**src/design/ple_pkg.sv**
```systemverilog
// ----------------------------------------------------------------------------
// ple_pkg
// Types, codes and sizes of the positional list engine.
// ----------------------------------------------------------------------------
package ple_pkg;

  localparam int DEPTH      = 16;
  localparam int ELEM_WIDTH = 32;
  localparam int IDX_W      = $clog2(DEPTH);
  localparam int CNT_W      = $clog2(DEPTH + 1);
  localparam int POS_W      = 5;
  localparam int CMP_W      = (CNT_W > POS_W) ? CNT_W : POS_W;

  localparam logic [1:0] CMD_INSERT = 2'd0;
  localparam logic [1:0] CMD_REMOVE = 2'd1;
  localparam logic [1:0] CMD_FIND   = 2'd2;
  localparam logic [1:0] CMD_READ   = 2'd3;

  localparam logic [1:0] ST_OK       = 2'd0;
  localparam logic [1:0] ST_FULL     = 2'd1;
  localparam logic [1:0] ST_RANGE    = 2'd2;
  localparam logic [1:0] ST_NOTFOUND = 2'd3;

  typedef logic [ELEM_WIDTH-1:0] elem_t;

  typedef struct packed {
    logic [1:0]       cmd;
    logic [POS_W-1:0] position;
    logic [31:0]      value;
  } req_t;

  typedef struct packed {
    logic [1:0]  status;
    logic [3:0]  found_index;
    logic [31:0] read_data;
    logic [4:0]  entry_count;
  } rsp_t;

  // broadcast to every cell
  typedef struct packed {
    logic             shift_up;
    logic             shift_down;
    logic [CMP_W-1:0] at;
    logic [CNT_W-1:0] count;
    elem_t            value;
  } ple_ctrl_t;

  function automatic elem_t to_elem(logic [31:0] v);
    logic [ELEM_WIDTH+31:0] w;
    w = {{ELEM_WIDTH{1'b0}}, v};
    return w[ELEM_WIDTH-1:0];
  endfunction

  function automatic logic [31:0] from_elem(elem_t e);
    logic [ELEM_WIDTH+31:0] w;
    w = {32'd0, e};
    return w[31:0];
  endfunction

endpackage

```
**src/design/positional_list_engine.sv**
```systemverilog
// ----------------------------------------------------------------------------
// positional_list_engine
// Results: each result is registered into rsp, or into the skid register while rsp stalls.
// Throughput: one command per cycle; the cell row shifts or compares all
// slots in that cycle. While rsp stalls, a skid register takes one more
// command, then req stalls until the skid register drains.
// Reset: count and handshake state clear; slot contents stay undefined.
// ----------------------------------------------------------------------------
module positional_list_engine import ple_pkg::*; (
  input  logic clk,
  input  logic rst,
  input  logic req_valid,
  output logic req_stall,
  input  req_t req,
  output logic rsp_valid,
  input  logic rsp_stall,
  output rsp_t rsp
);

  logic [CNT_W-1:0] count;
  logic [CNT_W-1:0] count_next;
  logic             skid_valid;
  rsp_t             skid;
  logic             accept;
  ple_ctrl_t        ctrl;
  elem_t            cell_data [DEPTH];
  logic [DEPTH-1:0] cell_match;
  logic [CMP_W-1:0] pos;
  logic [CMP_W-1:0] cnt;
  logic             full;
  logic             in_range;
  logic             hit;
  logic [IDX_W-1:0] hit_idx;
  rsp_t             result;
  logic [IDX_W+3:0] hit_wide;
  logic [CNT_W+4:0] count_wide;

  assign req_stall = skid_valid;
  assign accept    = req_valid && !skid_valid;

  assign pos      = CMP_W'(req.position);
  assign cnt      = CMP_W'(count);
  assign full     = (count == CNT_W'(DEPTH));
  assign in_range = (pos < cnt);

  always_comb begin
    ctrl.shift_up   = accept && (req.cmd == CMD_INSERT) && !full;
    ctrl.shift_down = accept && (req.cmd == CMD_REMOVE) && in_range;
    ctrl.at         = (req.cmd == CMD_INSERT && !in_range) ? cnt : pos;
    ctrl.count      = count;
    ctrl.value      = to_elem(req.value);
  end

  for (genvar g = 0; g < DEPTH; g++) begin : g_cell
    elem_t left_data;
    elem_t right_data;
    if (g == 0) begin : g_head
      assign left_data = '0;
    end else begin : g_body
      assign left_data = cell_data[g-1];
    end
    if (g == DEPTH - 1) begin : g_tail
      assign right_data = '0;
    end else begin : g_next
      assign right_data = cell_data[g+1];
    end
    ple_cell u_cell (
      .clk        (clk),
      .idx        (IDX_W'(g)),
      .ctrl       (ctrl),
      .left_data  (left_data),
      .right_data (right_data),
      .data       (cell_data[g]),
      .match      (cell_match[g])
    );
  end

  // lowest matching slot wins
  always_comb begin
    hit     = 1'b0;
    hit_idx = '0;
    for (int i = DEPTH - 1; i >= 0; i--) begin
      if (cell_match[i]) begin
        hit     = 1'b1;
        hit_idx = IDX_W'(i);
      end
    end
  end

  always_comb begin
    count_next = count;
    if (ctrl.shift_up) begin
      count_next = count + CNT_W'(1);
    end else if (ctrl.shift_down) begin
      count_next = count - CNT_W'(1);
    end
  end

  assign hit_wide   = (IDX_W + 4)'(hit_idx);
  assign count_wide = (CNT_W + 5)'(count_next);

  always_comb begin
    result.status      = ST_OK;
    result.found_index = 4'd0;
    result.read_data   = 32'd0;
    result.entry_count = count_wide[4:0];
    unique case (req.cmd)
      CMD_INSERT: begin
        if (full) begin
          result.status = ST_FULL;
        end
      end
      CMD_REMOVE: begin
        if (!in_range) begin
          result.status = ST_RANGE;
        end
      end
      CMD_FIND: begin
        if (hit) begin
          result.found_index = hit_wide[3:0];
        end else begin
          result.status = ST_NOTFOUND;
        end
      end
      CMD_READ: begin
        if (in_range) begin
          result.read_data = from_elem(cell_data[pos[IDX_W-1:0]]);
        end else begin
          result.status = ST_RANGE;
        end
      end
      default: result.status = ST_OK;
    endcase
  end

  always_ff @(posedge clk) begin
    if (rst) begin
      count      <= '0;
      rsp_valid  <= 1'b0;
      skid_valid <= 1'b0;
    end else begin
      count <= count_next;
      if (!rsp_valid || !rsp_stall) begin
        if (skid_valid) begin
          rsp_valid  <= 1'b1;
          skid_valid <= 1'b0;
        end else begin
          rsp_valid <= accept;
        end
      end else if (accept) begin
        skid_valid <= 1'b1;
      end
    end
  end

  always_ff @(posedge clk) begin
    if (!rsp_valid || !rsp_stall) begin
      if (skid_valid) begin
        rsp <= skid;
      end else if (accept) begin
        rsp <= result;
      end
    end else if (accept) begin
      skid <= result;
    end
  end

endmodule

```
**src/design/ple_cell.sv**
```systemverilog
// ----------------------------------------------------------------------------
// ple_cell
// One list slot: holds a word, takes a neighbor's word on insert or remove,
// and compares against the search value.
// ----------------------------------------------------------------------------
module ple_cell import ple_pkg::*; (
  input  logic             clk,
  input  logic [IDX_W-1:0] idx,
  input  ple_ctrl_t        ctrl,
  input  elem_t            left_data,
  input  elem_t            right_data,
  output elem_t            data,
  output logic             match
);

  logic [CMP_W-1:0] slot;

  assign slot = CMP_W'(idx);

  always_ff @(posedge clk) begin
    if (ctrl.shift_up) begin
      if (slot > ctrl.at) begin
        data <= left_data;
      end else if (slot == ctrl.at) begin
        data <= ctrl.value;
      end
    end else if (ctrl.shift_down) begin
      if (slot >= ctrl.at) begin
        data <= right_data;
      end
    end
  end

  assign match = (slot < CMP_W'(ctrl.count)) && (data == ctrl.value);

endmodule

```
**config.mk**
```make
export PLATFORM = sky130hd
export DESIGN_NAME = positional_list_engine
export DESIGN_NICKNAME = d
export VERILOG_FILES = /design/src/design/ple_pkg.sv /design/src/design/positional_list_engine.sv /design/src/design/ple_cell.sv
export SDC_FILE = /design/constraint.sdc
export NUM_CORES = 2
export LEC_CHECK = 0
export ABC_CLOCK_PERIOD_IN_PS = 9300
export BUFFER_PORTS_ARGS = -buffer_cell sky130_fd_sc_hd__buf_2
export CORE_MARGIN = 2
export CORE_UTILIZATION = 64
export CTS_BUF_LIST = sky130_fd_sc_hd__clkbuf_4 sky130_fd_sc_hd__clkbuf_8 sky130_fd_sc_hd__clkbuf_16
export DETAILED_ROUTE_END_ITERATION = 10
export GPL_TIMING_DRIVEN = 0
export PLACE_DENSITY = 0.81
export SETUP_SLACK_MARGIN = 0.4
export SLEW_MARGIN = 20
export SYNTH_ARGS = -nofsm -noshare
export SYNTH_HDL_FRONTEND = slang
export SYNTH_SLANG_ARGS = --single-unit
```
**constraint.sdc**
```tcl
create_clock -name clk -period 9.3 [get_ports clk]
set_input_delay 2.79 -clock clk [delete_from_list [all_inputs] [get_ports clk]]
set_output_delay 2.79 -clock clk [all_outputs]
set_load 0.01 [all_outputs]
```
==> metrics.cfg <==
[run_status]
status=finished, final reports clean

[power]
ir_drop_v=0.0001550
p_per_area_nw_per_um2=174.1
power_leakage_nw=17.09
power.share.switching=0.3115
comb_power_share=0.199
p_sw_mw=2.376
power_frac_clock=0.381
intPower_mw=5.250
seq_power_share=0.420

[clock_tree]
h-tree-depth=3
clk_path_buf_depth=3
cts_tree=built
ctsResizeCount=0
clk_pin_slew_ns=0.06
cts.sinks=605
cts_setup_buffers=0
numCtsBuffers=70
cts_hold_buf=0
root_buffer=clkbuf_16
clock_latency_ns=0.66

[critical_path]
path_buf_inv=8
setup.worst_path.end_class=flop
slowest_delay_ns=0.86
r2r_slack_ns=3.08
worstPathCellList=buf_2, nand2b_1, nor3_1, nand2b_1, clkbuf_1, clkbuf_1, and2_1, clkbuf_1, clkbuf_2, nor3_2, buf_4, buf_6, buf_4
crit_path_start_kind=input port
slowest_stage=clkbuf_1
cpLargestDelayFamily=buffers and inverters
crit_arrival_ns=7.43
cp.required_ns=9.70
path_max_fanout=10
critPathKind=in2reg
cpMostUsedCell=clkbuf_1

[synthesis]
syn-instance-count=3605
synth-main-ff-cell=edfxtp_1
netlist_top_cells_area=edfxtp_1, mux4_2, mux2i_1
ys_ff_latch=605
syn_nets=3655
yosysTopAreaCellShare=0.4553
synth_edf_count=598
syn_area_um2=39440
synth.distinct_cells=61
async_reset_ff_frac=0
synth_warnings=0
ys_seq_area_frac=0.4588
synth_largest_area_cell=edfxtp_1
syn_area_per_cell_um2=10.94

[finish]
mostFrequentLayoutCell=nand2_1
seq_area_um2=18100
stdcell_count=4636
drive_above_1_share=0.1516
multi_input_area_um2=19970
final_cell_mix=nand2_1, edfxtp_1, xor2_1
fin_nets=3842
n_fill_cell=4491
post-route-util=0.7138
syn_to_final_growth_pct=11.07

[detailed_routing]
drt-initial-drc-count=7313
drtAntennaViolNets=0
drt_wl_total_mm=184.0
viasPerCell=7.657
vias=35497
wl_per_cell_um=39.69
drc_errors=0
dr.pass1.iters=7

[timing]
slew_violations=0
fin_crit_sh=0.7561
hold_violations=0
rsz0062_at_grt=false
worst_pin_slew_ns=1.377
slew_headroom=0.08212
timing.final.ws_setup_ns=2.268
skew_ns=0.01730
finalSetupViolCount=0
period_minus_slack_ns=7.032
fmax_mhz=142.2

[floorplanning]
fp-row-count=91
pin_count=88
die_area_um2=63630
fp.dieW_um=252.3
initial_utilization=0.6427
fp.dieH_um=252.3
coreArea_um2=61370

[placement]
post-dp-hpwl_mm=145.6
routabilityCongestion=1.133
place_ws_ns=2.022
numPortBuffers=85
dp.cells=4509

[global_routing]
grt_pass1_wl_mm=251.9
grt-ovfl-total=0
gr-usage-all-layers=0.5764
grt_pass1_vias=32631
grt_max_degree=31
antenna_found_initial=11

[run]
cap_violations=0

[hold_path]
hp-class=reg2reg

## area by class of cell
type                    count  share of cell area
diodes                      6           0.0003427
plain buffers             326             0.03305
clock buffers              84             0.04319
clock inverters            36            0.008883
inverters                  16            0.001400
multi-input cells        2658              0.4558
flip-flops and latches    605              0.4131
well taps                 790             0.02256
repair buffers            115             0.02162
## power groups by stage
stage / clock [mW] / combinational (mW) / sequential (mW)
after floorplan: 0 / 0.830 / 3.23
after global placement: 0 / 1.33 / 3.26
after detailed placement: 0 / 1.38 / 3.25
after CTS: 2.84 / 1.39 / 3.20
after global routing: 2.93 / 1.52 / 3.20
final: 2.91 / 1.52 / 3.20
## stage by stage
| stage | instance area [um2] | power [mW] | hold slack [ns] | setup TNS, ns |
|---|---|---|---|---|
| after global placement | 40860 | 4.588 | 0.4935 | -74.28 |
| final | 43810 | 7.626 | 0.5463 | 0 |
| after global routing | 43790 | 7.645 | 0.5718 | 0 |
| after detailed placement | 41500 | 4.635 | 0.5277 | 0 |
| after CTS | 43780 | 7.430 | 0.5438 | 0 |
| after floorplan | 39440 | 4.055 | 0.4984 | 0 |
## sequential cells by signal (all words and copies together), names as in the netlist
name / flops
req_stall: 1
cnt: 5
rsp: 43
rsp_valid: 1
skid: 43
g_cell.u_cell.data: 512
## final timing paths
check	cells past startpoint	startpoint	end
setup / recovery	13	req_valid	g_cell[9].u_cell.data[23]
setup reg to reg	15	cnt[1]	g_cell[9].u_cell.data[23]
hold / removal	1	skid[25]	rsp[25]
hold reg to reg	1	skid[25]	rsp[25]
## synth_stat cells, drive strengths merged (2+ instances only)
cell,instances
ha,7
mux4,160
edfxtp,598
dfxtp,7
nand2b,4
inv,15
nand4,48
or4,2
a21oi,48
o21ai,368
clkbuf,190
a31o,2
nor4,98
and3,34
nand2,668
a21o,4
and2,4
a2111oi,3
mux2i,359
nor2b,5
nor2,65
nor3b,2
xor2,378
buf,136
a211oi,4
xnor2,138
nand3,84
o211ai,62
a31oi,36
nor3,22
o31ai,3
mux2,40
## metal layers
metal,share of wire,wire [um],vias to the layer above,global-route usage
met5,0.0030,559,-,0.06023
met4,0.11,20130,16,0.4387
met3,0.18,33590,953,0.2886
met2,0.39,70980,4056,0.7720
met1,0.32,58750,16887,0.7015
li1,-,-,13585,-
## kinds of logic (layout without fill, tap and decap cells)
group                    Yosys count  count (layout)  share of synthesized area
AND/OR/NAND/NOR                 1040            1040                     0.1159
flip-flops                       605             605                     0.4588
multiplexers                     559             559                     0.1942
AO/OA/AOI/OAI                    536             536                    0.07607
XOR/XNOR                         516             516                     0.1146
buffers and inverters            342             577                    0.03816
adder cells (fa/ha/maj)            7               7                   0.002220
other                              0               6                          0
## worst reg2reg max path: stages, from the launching register on
cell	delay [ns]
dfxtp_1	0.37
clkbuf_1	0.39
inv_1	0.30
ha_1	0.19
inv_1	0.06
nor4_1	0.39
nand2b_1	0.19
clkbuf_1	0.70
clkbuf_1	0.86
and2_1	0.24
clkbuf_1	0.74
clkbuf_2	0.74
nor3_2	0.20
buf_4	0.24
buf_6	0.17
buf_4	0.19
(Power assumes the default switching activity.)
